### src/hdl/working_set_window_counter_top_macros.svh
// Assertion macros shared by the working set window counter RTL.
`ifndef WORKING_SET_WINDOW_COUNTER_TOP_MACROS_SVH
`define WORKING_SET_WINDOW_COUNTER_TOP_MACROS_SVH
`ifndef NO_ASSERTIONS
`define WSWC_ASSERT(label, prop) \
    label: assert property (@(posedge clk) disable iff (!rst_n) (prop)) \
        else $error("wswc assertion failed");
`define WSWC_ASSERT_IMPL(label, pre, post) \
    label: assert property (@(posedge clk) disable iff (!rst_n) (pre) |-> (post)) \
        else $error("wswc assertion failed");
`define WSWC_ASSERT_NEXT(label, pre, post) \
    label: assert property (@(posedge clk) disable iff (!rst_n) (pre) |=> (post)) \
        else $error("wswc assertion failed");
`else
`define WSWC_ASSERT(label, prop)
`define WSWC_ASSERT_IMPL(label, pre, post)
`define WSWC_ASSERT_NEXT(label, pre, post)
`endif
`endif

### src/hdl/wswc_pkg.sv
// Shared constants, types and codes of the working set window counter.
package wswc_pkg;

    localparam int WINDOW_MAX = 64;
    localparam int COUNT_W    = $clog2(WINDOW_MAX + 1);

    localparam int ADDR_W     = 32;
    localparam int PAGE_W     = 17;
    localparam int WIN_W      = 7;
    localparam int DISTINCT_W = 7;
    localparam int TOTAL_W    = 32;
    localparam int STEP_W     = $clog2(ADDR_W);

    localparam int CFG_IDX_W  = 1;
    localparam int CFG_DATA_W = PAGE_W;

    localparam logic [CFG_IDX_W-1:0] REG_PG_BYTES = 1'b0;
    localparam logic [CFG_IDX_W-1:0] REG_WIN_LEN  = 1'b1;

    localparam logic [PAGE_W-1:0] PG_BYTES_RST = 17'd4096;
    localparam logic [WIN_W-1:0]  WIN_LEN_RST  = 7'd16;

    typedef enum logic [1:0] {
        ST_IDLE,
        ST_DIV,
        ST_CMP,
        ST_UPD
    } state_t;

    typedef struct packed {
        logic shift;
        logic sample;
    } cell_ctrl_t;

endpackage

### src/hdl/wswc_div.sv
// Iterative restoring divider: address over page size, one quotient bit per cycle.
module wswc_div (
    input  logic                        clk,
    input  logic                        rst_n,
    input  logic                        start,
    input  logic [wswc_pkg::ADDR_W-1:0] dividend,
    input  logic [wswc_pkg::PAGE_W-1:0] divisor,
    output logic                        done,
    output logic [wswc_pkg::ADDR_W-1:0] quotient
);
    import wswc_pkg::*;

    logic              busy_reg, busy_next;
    logic              done_reg, done_next;
    logic [STEP_W-1:0] step_reg, step_next;
    logic [ADDR_W-1:0] quo_reg, quo_next;
    logic [PAGE_W-1:0] rem_reg, rem_next;
    logic [PAGE_W-1:0] div_reg, div_next;
    logic [PAGE_W:0]   trial;
    logic              fits;

    assign trial = {rem_reg, quo_reg[ADDR_W-1]};
    assign fits  = trial >= {1'b0, div_reg};

    always_comb
    begin
        busy_next = busy_reg;
        done_next = 1'b0;
        step_next = step_reg;
        quo_next  = quo_reg;
        rem_next  = rem_reg;
        div_next  = div_reg;
        if (start)
        begin
            busy_next = 1'b1;
            step_next = '0;
            quo_next  = dividend;
            rem_next  = '0;
            // zero page size acts as one
            div_next  = (divisor == '0) ? PAGE_W'(1) : divisor;
        end
        else if (busy_reg)
        begin
            quo_next  = {quo_reg[ADDR_W-2:0], fits};
            rem_next  = fits ? PAGE_W'(trial - {1'b0, div_reg}) : trial[PAGE_W-1:0];
            step_next = step_reg + STEP_W'(1);
            if (step_reg == STEP_W'(ADDR_W - 1))
            begin
                busy_next = 1'b0;
                done_next = 1'b1;
            end
        end
    end

    always_ff @(posedge clk or negedge rst_n)
    begin
        if (!rst_n)
        begin
            busy_reg <= 1'b0;
            done_reg <= 1'b0;
            step_reg <= '0;
        end
        else
        begin
            busy_reg <= busy_next;
            done_reg <= done_next;
            step_reg <= step_next;
        end
    end

    always_ff @(posedge clk)
    begin
        quo_reg <= quo_next;
        rem_reg <= rem_next;
        div_reg <= div_next;
    end

    assign done     = done_reg;
    assign quotient = quo_reg;

endmodule

### src/hdl/wswc_cell.sv
// One slot of the held-page chain: stores a page, shifts to its neighbor, flags a match.
module wswc_cell (
    input  logic                        clk,
    input  wswc_pkg::cell_ctrl_t        ctrl,
    input  logic [wswc_pkg::ADDR_W-1:0] page_in,
    input  logic [wswc_pkg::ADDR_W-1:0] probe,
    input  logic                        occupied,
    output logic [wswc_pkg::ADDR_W-1:0] page_out,
    output logic                        hit
);
    import wswc_pkg::*;

    logic [ADDR_W-1:0] page_reg, page_next;
    logic              hit_reg, hit_next;

    always_comb
    begin
        page_next = ctrl.shift ? page_in : page_reg;
        hit_next  = ctrl.sample ? (occupied && (page_reg == probe)) : hit_reg;
    end

    always_ff @(posedge clk)
    begin
        page_reg <= page_next;
        hit_reg  <= hit_next;
    end

    assign page_out = page_reg;
    assign hit      = hit_reg;

endmodule

### src/hdl/working_set_window_counter_top.sv
// Working set window counter: counts distinct pages per window of accesses.
//
// Input channel (in_valid/in_ready): one access per transfer, byte address and
// an end_of_trace flag. The address is divided by the page size in an iterative
// divider (one quotient bit per cycle), the page is compared
// against a chain of WINDOW_MAX held-page cells, then counters are updated.
// in_ready drops after an access transfers and rises again when its update
// is done: load, 32 divider steps, then done, compare and update. out_valid
// rises when the update of the closing access completes.
// Output channel (out_valid/out_ready): one transfer per closed window. A
// window closes after the configured number of accesses or on end_of_trace.
// If the receiver stalls, the next access is still taken and worked on; only
// an access that closes a window waits in its update cycle for the register.
// Config channel (cfg_valid/cfg_ready): always ready; index 0 bytes per page,
// index 1 accesses per window. Write only while no access is in flight.
// Reset clears all counters, empties the window and restores 4096 bytes per
// page and 16 accesses per window.
module working_set_window_counter_top (
    input  logic                            clk,
    input  logic                            rst_n,
    input  logic                            in_valid,
    output logic                            in_ready,
    input  logic [wswc_pkg::ADDR_W-1:0]     address,
    input  logic                            end_of_trace,
    output logic                            out_valid,
    input  logic                            out_ready,
    output logic [wswc_pkg::DISTINCT_W-1:0] distinct_pages,
    output logic [wswc_pkg::TOTAL_W-1:0]    total_distinct,
    output logic [wswc_pkg::TOTAL_W-1:0]    windows_closed,
    input  logic                            cfg_valid,
    output logic                            cfg_ready,
    input  logic [wswc_pkg::CFG_IDX_W-1:0]  cfg_index,
    input  logic [wswc_pkg::CFG_DATA_W-1:0] cfg_data
);
    import wswc_pkg::*;
    `include "working_set_window_counter_top_macros.svh"

    state_t             state_reg, state_next;
    logic [PAGE_W-1:0]  pg_bytes_reg, pg_bytes_next;
    logic [WIN_W-1:0]   win_size_reg, win_size_next;
    logic [COUNT_W-1:0] count_reg, count_next;
    logic [COUNT_W-1:0] acc_reg, acc_next;
    logic [TOTAL_W-1:0] sum_reg, sum_next;
    logic [TOTAL_W-1:0] tally_reg, tally_next;
    logic               last_reg, last_next;
    logic               out_valid_reg, out_valid_next;
    logic [DISTINCT_W-1:0] dist_out_reg, dist_out_next;
    logic [TOTAL_W-1:0] sum_out_reg, sum_out_next;
    logic [TOTAL_W-1:0] tally_out_reg, tally_out_next;

    logic               in_xfer;
    logic               div_done;
    logic [ADDR_W-1:0]  quotient;
    cell_ctrl_t         cell_ctrl;
    logic [ADDR_W-1:0]  link [WINDOW_MAX];
    logic [WINDOW_MAX-1:0] occupied;
    logic [WINDOW_MAX-1:0] hits;
    logic               page_hit;
    logic               insert;
    logic [COUNT_W-1:0] count_upd;
    logic [COUNT_W-1:0] acc_upd;
    logic [31:0]        eff_win;
    logic               close_win;
    logic               out_busy;
    logic               proceed;
    logic [TOTAL_W:0]   sum_wide;

    assign in_ready  = (state_reg == ST_IDLE);
    assign in_xfer   = in_valid && in_ready;
    assign cfg_ready = 1'b1;

    wswc_div u_div (
        .clk      (clk),
        .rst_n    (rst_n),
        .start    (in_xfer),
        .dividend (address),
        .divisor  (pg_bytes_reg),
        .done     (div_done),
        .quotient (quotient)
    );

    assign link[0] = quotient;

    // new pages enter at cell 0; older ones move one cell down the chain
    for (genvar i = 0; i < WINDOW_MAX; i++)
    begin : g_cell
        assign occupied[i] = (COUNT_W'(i) < count_reg);
        if (i < WINDOW_MAX - 1)
        begin : g_link
            wswc_cell u_cell (
                .clk      (clk),
                .ctrl     (cell_ctrl),
                .page_in  (link[i]),
                .probe    (quotient),
                .occupied (occupied[i]),
                .page_out (link[i+1]),
                .hit      (hits[i])
            );
        end
        else
        begin : g_tail
            wswc_cell u_cell (
                .clk      (clk),
                .ctrl     (cell_ctrl),
                .page_in  (link[i]),
                .probe    (quotient),
                .occupied (occupied[i]),
                .page_out (),
                .hit      (hits[i])
            );
        end
    end

    assign page_hit  = |hits;
    assign insert    = !page_hit && (count_reg < COUNT_W'(WINDOW_MAX));
    assign count_upd = insert ? count_reg + COUNT_W'(1) : count_reg;
    assign acc_upd   = (acc_reg < COUNT_W'(WINDOW_MAX)) ? acc_reg + COUNT_W'(1) : acc_reg;

    always_comb
    begin
        if (win_size_reg == '0)
            eff_win = 32'd1;
        else if (32'(win_size_reg) > 32'(WINDOW_MAX))
            eff_win = 32'(WINDOW_MAX);
        else
            eff_win = 32'(win_size_reg);
    end

    assign close_win = (32'(acc_upd) >= eff_win) || last_reg;
    assign out_busy  = out_valid_reg && !out_ready;
    assign proceed   = (state_reg == ST_UPD) && !(close_win && out_busy);
    assign sum_wide  = {1'b0, sum_reg} + (TOTAL_W + 1)'(count_upd);

    always_comb
    begin
        cell_ctrl.sample = (state_reg == ST_CMP);
        cell_ctrl.shift  = proceed && insert;
    end

    always_comb
    begin
        state_next     = state_reg;
        pg_bytes_next  = pg_bytes_reg;
        win_size_next  = win_size_reg;
        count_next     = count_reg;
        acc_next       = acc_reg;
        sum_next       = sum_reg;
        tally_next     = tally_reg;
        last_next      = last_reg;
        out_valid_next = out_valid_reg && !out_ready;
        dist_out_next  = dist_out_reg;
        sum_out_next   = sum_out_reg;
        tally_out_next = tally_out_reg;

        if (cfg_valid && cfg_ready)
        begin
            case (cfg_index)
                REG_PG_BYTES: pg_bytes_next = cfg_data;
                REG_WIN_LEN:  win_size_next = cfg_data[WIN_W-1:0];
                default:      ;
            endcase
        end

        case (state_reg)
            ST_IDLE:
            begin
                if (in_xfer)
                begin
                    last_next  = end_of_trace;
                    state_next = ST_DIV;
                end
            end
            ST_DIV:
            begin
                if (div_done)
                    state_next = ST_CMP;
            end
            ST_CMP:
            begin
                state_next = ST_UPD;
            end
            ST_UPD:
            begin
                if (proceed)
                begin
                    state_next = ST_IDLE;
                    if (close_win)
                    begin
                        sum_next       = sum_wide[TOTAL_W] ? '1 : sum_wide[TOTAL_W-1:0];
                        tally_next     = (tally_reg == '1) ? tally_reg
                                                           : tally_reg + TOTAL_W'(1);
                        dist_out_next  = DISTINCT_W'(count_upd);
                        sum_out_next   = sum_next;
                        tally_out_next = tally_next;
                        out_valid_next = 1'b1;
                        count_next     = '0;
                        acc_next       = '0;
                    end
                    else
                    begin
                        count_next = count_upd;
                        acc_next   = acc_upd;
                    end
                end
            end
            default:
            begin
                state_next = ST_IDLE;
            end
        endcase
    end

    always_ff @(posedge clk or negedge rst_n)
    begin
        if (!rst_n)
        begin
            state_reg     <= ST_IDLE;
            pg_bytes_reg  <= PG_BYTES_RST;
            win_size_reg  <= WIN_LEN_RST;
            count_reg     <= '0;
            acc_reg       <= '0;
            sum_reg       <= '0;
            tally_reg     <= '0;
            out_valid_reg <= 1'b0;
        end
        else
        begin
            state_reg     <= state_next;
            pg_bytes_reg  <= pg_bytes_next;
            win_size_reg  <= win_size_next;
            count_reg     <= count_next;
            acc_reg       <= acc_next;
            sum_reg       <= sum_next;
            tally_reg     <= tally_next;
            out_valid_reg <= out_valid_next;
        end
    end

    always_ff @(posedge clk)
    begin
        last_reg      <= last_next;
        dist_out_reg  <= dist_out_next;
        sum_out_reg   <= sum_out_next;
        tally_out_reg <= tally_out_next;
    end

    assign out_valid      = out_valid_reg;
    assign distinct_pages = dist_out_reg;
    assign total_distinct = sum_out_reg;
    assign windows_closed = tally_out_reg;

    // a window never holds more distinct pages than accesses
    `WSWC_ASSERT(a_count_le_acc, count_reg <= acc_reg)
    // the divider only finishes while the sequencer waits on it
    `WSWC_ASSERT_IMPL(a_done_in_div, div_done, state_reg == ST_DIV)
    // a closing update leaves an empty window
    `WSWC_ASSERT_NEXT(a_close_clears, proceed && close_win, count_reg == '0 && acc_reg == '0)
    // the running total and the window tally never go backward
    `WSWC_ASSERT_NEXT(a_sum_mono, 1'b1, sum_reg >= $past(sum_reg) && tally_reg >= $past(tally_reg))

endmodule
### config.mk
export PLATFORM = sky130hd
export DESIGN_NAME = working_set_window_counter_top
export DESIGN_NICKNAME = d
export VERILOG_FILES = /design/src/hdl/wswc_pkg.sv /design/src/hdl/wswc_div.sv /design/src/hdl/wswc_cell.sv /design/src/hdl/working_set_window_counter_top.sv
export VERILOG_INCLUDE_DIRS = /design/src /design/src/hdl
export SDC_FILE = /design/constraint.sdc
export NUM_CORES = 2
export LEC_CHECK = 0
export ABC_AREA = 1
export BUFFER_PORTS_ARGS = -buffer_cell sky130_fd_sc_hd__buf_2
export CORE_MARGIN = 2
export CORE_UTILIZATION = 43
export CTS_CLUSTER_SIZE = 10
export DETAILED_ROUTE_END_ITERATION = 16
export SLEW_MARGIN = 20
export SYNTH_ARGS = -nofsm -noshare
export SYNTH_HDL_FRONTEND = slang
export SYNTH_SLANG_ARGS = --single-unit
### constraint.sdc
create_clock -name clk -period 265.6 [get_ports clk]
set_clock_uncertainty 0.05 [all_clocks]
set_input_delay 26.56 -clock clk [delete_from_list [all_inputs] [get_ports clk]]
set_output_delay 26.56 -clock clk [all_outputs]
set_load 0.1 [all_outputs]
**Yosys cells after proc, flatten, opt, wreduce, memory -nomap -nowiden**

Cells that the tools add are included.

- Bits in registers: 2362
- Input port bits: 56
- Output and inout bits: 74

- $add $sub $neg: 6
- Order comparisons: 69
- Equal/unequal tests: 72
- Multiplexer cells: 26
- Bitwise logic cells: 1
- Reductions and logical operators: 85

Operators by type and width:

| cell | count |
|---|---|
| 32-bit == test | 64 |
| 6-bit by 7-bit < comparator with 1-bit output, first input constant | 32 |
| 32-bit two-way mux | 5 |
| 5-bit by 7-bit < comparator with 1-bit output, first input constant | 16 |
| 1-bit logical AND | 70 |
| 64-bit OR reduction | 1 |
| 4-bit by 7-bit < comparator with 1-bit output, first input constant | 8 |
| 7-bit two-way mux | 5 |
| 32-bit by 7-bit adder with 33-bit output | 1 |
| 32-bit by 1-bit adder with 32-bit output, second input constant | 1 |
| 32-bit == test, second input constant | 1 |
| 7-bit by 32-bit greater-or-equal comparator with 1-bit output | 1 |
| 3-bit by 7-bit < comparator with 1-bit output, first input constant | 4 |
| 18-bit by 17-bit greater-or-equal comparator with 1-bit output | 1 |
| 17-bit zero test | 1 |
| 17-bit two-way mux | 1 |
| 17-bit subtractor | 1 |
| 7-bit by 1-bit adder with 7-bit output, second input constant | 2 |
| 1-bit by 7-bit < comparator with 1-bit output, first input constant | 2 |
| 2-bit by 7-bit < comparator with 1-bit output, first input constant | 2 |
| 7-bit < comparator, second input constant | 2 |
| 5-bit two-way mux | 2 |
| 1-bit two-way mux | 9 |
| 2-bit case mux with 4 select lines | 1 |
| other kinds (16) | 26 |

**Longest topological paths before layout**

- Word-level depth: 10
- Mapped depth: 22
- Mapped depth without buffers: 22

**Hierarchy**

From an unflattened synthesis, not the netlist that was laid out.

- Cell total of the unflattened synthesis: 12811
- Area, all modules: 115095.4 um^2

By module, submodules not included:

| module | instances | cells an instance | area an instance (um^2) | sequential area each (um^2) |
|---|---|---|---|---|
| wswc_cell | 64 | 171 | 1571.5 | 991.0 |
| working_set_window_counter_top | 1 | 1310 | 10216.0 | 4792.1 |
| wswc_div | 1 | 557 | 4302.9 | 1986.9 |

**Worst setup path after synthesis**

No wires, ideal clock.

- Kind: in2reg
- Start point: input out_ready
- End point: register g_cell[0].g_link.u_cell.page_reg[0] (enable)
- Setup time: 4.524 ns
- Arrival time: 111.581 ns
- Data required time: 261.026 ns
- Path slack: 149.445 ns
- Stages on the path: 5
- Path buffers: 1
- Cells stage by stage: nor2_1 -> nand2_1 -> nand2_1 -> buf_2 -> nor2_1

RTL lines:

| item | line | RTL |
|---|---|---|
| start, declared | working_set_window_counter_top.sv:26 | `input logic out_ready,` |
| end signal, assigned | wswc_cell.sv:24 | `page_reg <= page_next;` |
| end, declared | wswc_cell.sv:13 | `logic [ADDR_W-1:0] page_reg, page_next;` |

==> metrics.md <==
| Metric | Value |
|---|---|
| Register-to-Register Setup Slack | `around 260 ns` |
| Final number of max-transition violations | `0` |
| Floorplan row count | `between 150 and 200` |
| Met2 usage in global routing | `0.4077` |
| Most common cell after layout, fill and taps aside | `sky130_fd_sc_hd__edfxtp_1` |
| Category of the worst setup path launch point | `primary input` |
| Part of the Yosys area used for sequential elements | `0.6787` |
| Number of flip-flops under the largest register name | `between 2,000 and 2,500` |
| First-iteration detailed-routing DRC count | `8,431` |
| Syn_nets | `8,166` |
| Die width | `494.5 µm` |
| Number of global-route vias before repair | `63,880` |
| Depth of the most critical reg-to-reg path | `12` |
| Power density over the cells | `10.37 nW/µm²` |
| Global placement routability congestion | `approximately 0.91` |
| Number of I/O port buffers | `approximately 130` |
| Post-route setup TNS | `0 ns` |
| Switching portion of total power | `0.3811` |
| Die Y-Extent | `about 490 µm` |
| Routed wire length | `325,000 µm` |
| Clock transition at the register clock pins on the worst setup and hold paths after CTS | `approximately 0.05 ns` |
| Worst-case clock buffer depth | `4` |
| Maximum vdd ir drop | `0.01191 mV` |
| Met3 routing resource usage after global routing | `0.05201` |
| Class of the most critical setup path | `primary input to flop` |
| Post-CTS Resized | `0` |
| First-pass iteration count of the detailed router | `6` |
| Root cell of the clock tree | `sky130_fd_sc_hd__clkbuf_16` |
| Global Route Usage Sum | `0.2622` |
| Worst slew slack as a fraction of its limit | `0.1962` |
| Result of the run | `complete, no violations` |
| I/O pin total | `130` |
| Number of antenna violations at the first check in global routing | `16` |
| Worst endpoint required time | `266.06 ns` |
| Number of distinct library cell variants in the gate-level netlist after synthesis | `55` |
| # H-tree levels | `5` |
| Setup repair after global routing missed its margin | `no` |
| Tightest Hold Check Type | `flop to flop` |
| Number of vias in the routed layout | `66,310` |
| Worst setup margin | `234.27 ns` |
| Final hold viol count | `0` |
| Beginning of the worst register-to-register path | `g_cell[61].g_link.u_cell.hit` |
| Number of inserted filler cells in the final layout | `20,840` |
| Hold_buf cts | `0` |
| Leading register cell type out of synthesis | `sky130_fd_sc_hd__edfxtp_1` |
| Placement Setup Slack | `~230 ns` |
| Clk network pwr share | `0.289` |
| Endpoint of the most critical setup path | `g_cell[31].g_link.u_cell.page_out[0]` |
| Number of CTS-inserted buffers | `between 200 and 300` |
| Worst-margin pin slew | `1.204 ns` |
| Commonest cells after routing, fill and taps aside | `sky130_fd_sc_hd__edfxtp_1, sky130_fd_sc_hd__nand2_1, sky130_fd_sc_hd__xnor2_1, sky130_fd_sc_hd__nor2_1, sky130_fd_sc_hd__or2_2` |
| Synth warn | `0` |
| Final instance area | `115,400 µm²` |
| Startpoint of the worst setup timing path | `out_ready` |
| Internal portion of total power | `~740 µW` |
| Average instance area after synthesis | `12.82 µm²` |
| Met1 track utilization from global routing | `0.3673` |
| Type of element capturing the critical path | `flop` |
| Portion of total power attributed to sequential cells | `0.363` |
| Signal arrival time at the worst endpoint | `about 32 ns` |
| Overflow left after global routing | `0` |
| Count of nets left with antenna violations after detail routing | `0` |
| Number of nets in the layout | `roughly 8,400` |
| Layer carrying the most global-route usage | `met2` |
| Synth-to-Final Area Change | `11.54%` |
| Count of state elements after synthesis | `2,362` |
| Layout cells sized above 1 | `0.1177` |
| Final critical-path share of the clock period | `0.1180` |
| First-pass GRT wire length | `~460,000 µm` |
| Initial standard-cell utilization of the core | `0.4313` |
| Netlist area before placement | `103,400 µm²` |
| Reg-to-reg endpoint | `g_cell[31].g_link.u_cell.page_out[0]` |
| Post-synthesis cell count | `8,068` |
| Max cap viols | `0` |
| Die outline area | `244,500 µm²` |
| Post-DR vias/cell | `5.748` |
| Number of post-CTS setup repair buffers | `0` |
| Number of setup violations in the final report | `0` |
| Max Clk Rate | `31.91 MHz` |
| Detailed Place HPWL | `between 200,000 and 250,000 µm` |
| Clk_lat worst skew | `~0.93 ns` |
| Sw power | `456.1 µW` |
| Portion of total power attributed to combinational logic | `0.348` |
| Wire per inst | `roughly 28 µm` |
| Leakage power | `0.03683 µW` |
| Area of the core region | `roughly 240,000 µm²` |
| Share of async-settable or async-resettable flops after synthesis | `0.04742` |
| Number of design rule violations left after detail routing | `0` |
| Standard cell area after detailed placement | `107,500 µm²` |
| CTS tree | `done` |
| Post-layout min period | `31.33 ns` |
| Clock Sinks | `2,362` |
| Number of flops mapped to enable cells by yosys | `2,233` |
| Max FO, Critical Path | `190` |
| Largest net degree at the start of global routing | `191` |
==> layer usage <==
layer | routed length [µm] | vias to the layer above
li1 | - | 28830
met1 | 134200 | 33430
met2 | 148600 | 3405
met3 | 30650 | 648
met4 | 11470 | 8
met5 | 55 | -
==> logic make-up after synthesis <==
kind of cell | synth area share
fa+ha+maj | 0.005226
other cells | 0.00003625
compound gates | 0.04929
simple gates | 0.1281
flops | 0.6787
xor+xnor | 0.1101
buf+inv | 0.02753
mux | 0.001089
==> how the worst min path moves through the flow <==
stage / start / to / slack (ns) / cells past startpoint
after floorplan: u_div.quotient[10] / g_cell[0].g_link.u_cell.page_out[10] / 0.37 / 0
after global placement: g_cell[33].g_link.u_cell.page_out[28] / g_cell[34].g_link.u_cell.page_out[28] / 0.39 / 0
after detailed placement: g_cell[33].g_link.u_cell.page_out[28] / g_cell[34].g_link.u_cell.page_out[28] / 0.39 / 0
after CTS: g_cell[55].g_link.u_cell.page_out[19] / g_cell[56].g_link.u_cell.page_out[19] / 0.37 / 0
after global routing: g_cell[55].g_link.u_cell.page_out[10] / g_cell[56].g_link.u_cell.page_out[10] / 0.39 / 0
final: g_cell[55].g_link.u_cell.page_out[10] / g_cell[56].g_link.u_cell.page_out[10] / 0.38 / 0
==> synth_stat cells, drive strengths merged, types with 13 or more instances <==
| cell | n | area share |
|---|---|---|
| inv | 296 | 0.011 |
| xnor2 | 1082 | 0.092 |
| o2111ai | 30 | 0.0025 |
| nor4 | 63 | 0.0038 |
| buf | 253 | 0.013 |
| o211ai | 13 | 0.00094 |
| nand4 | 237 | 0.015 |
| nand2 | 1336 | 0.049 |
| ha | 40 | 0.0048 |
| xor2 | 218 | 0.018 |
| or2 | 305 | 0.018 |
| nor2 | 600 | 0.022 |
| dfxtp | 17 | 0.0033 |
| a22o | 82 | 0.0069 |
| nor3 | 41 | 0.0022 |
| dfrtp | 110 | 0.027 |
| a21oi | 39 | 0.0019 |
| a221oi | 142 | 0.012 |
| a211oi | 24 | 0.0017 |
| o21ai | 314 | 0.016 |
| nand3 | 320 | 0.017 |
| o22ai | 119 | 0.0072 |
| clkbuf | 109 | 0.0040 |
| edfxtp | 2233 | 0.65 |
==> metrics by stage <==
| step | hold slack, ns | total power (µW) | util | cells |
|---|---|---|---|---|
| final | 0.3754 | 1197 | 0.4810 | 11540 |
| after global routing | 0.3861 | 1236 | 0.4809 | 11530 |
| after CTS | 0.3739 | 1194 | 0.4809 | 11530 |
| after detailed placement | 0.3867 | 849.1 | 0.4483 | 11160 |
| after global placement | 0.3937 | 845.3 | 0.4483 | 11160 |
| after floorplan | 0.3706 | 696.9 | - | 8068 |
==> power groups by stage <==
stage          Combinational, µW  Clock (µW)  Sequential, µW
4_1_cts                      409         351             434
3_5_place_dp                 407           0             442
6_report                     416         346             434
2_1_floorplan                241           0             455
3_3_place_gp                 404           0             441
5_1_grt                      437         364             436
==> critical path, cell delays in order <==
cell and delay [ns]:
sky130_fd_sc_hd__buf_2 0.08, sky130_fd_sc_hd__nor2_1 0.07, sky130_fd_sc_hd__nand2_1 0.09, sky130_fd_sc_hd__nand2_1 0.33, sky130_fd_sc_hd__nor2_4 0.22, sky130_fd_sc_hd__buf_12 0.63, sky130_fd_sc_hd__buf_4 0.74, sky130_fd_sc_hd__buf_12 0.73
sky130_fd_sc_hd__buf_4 0.91, sky130_fd_sc_hd__buf_4 0.98
==> cell type report <==
type | instances | area (µm²) | area share
antenna | 8 | 20.02 | 0.0001735
clock buffer | 351 | 7624 | 0.06608
clock inverter | 21 | 198.9 | 0.001724
inverter | 299 | 1127 | 0.009771
multi-input combinational | 5045 | 30420 | 0.2636
sequential | 2362 | 70200 | 0.6085
tap | 3185 | 3985 | 0.03454
timing repair buffer | 265 | 1800 | 0.01561
No activity file was read; power rests on OpenSTA's default activity.
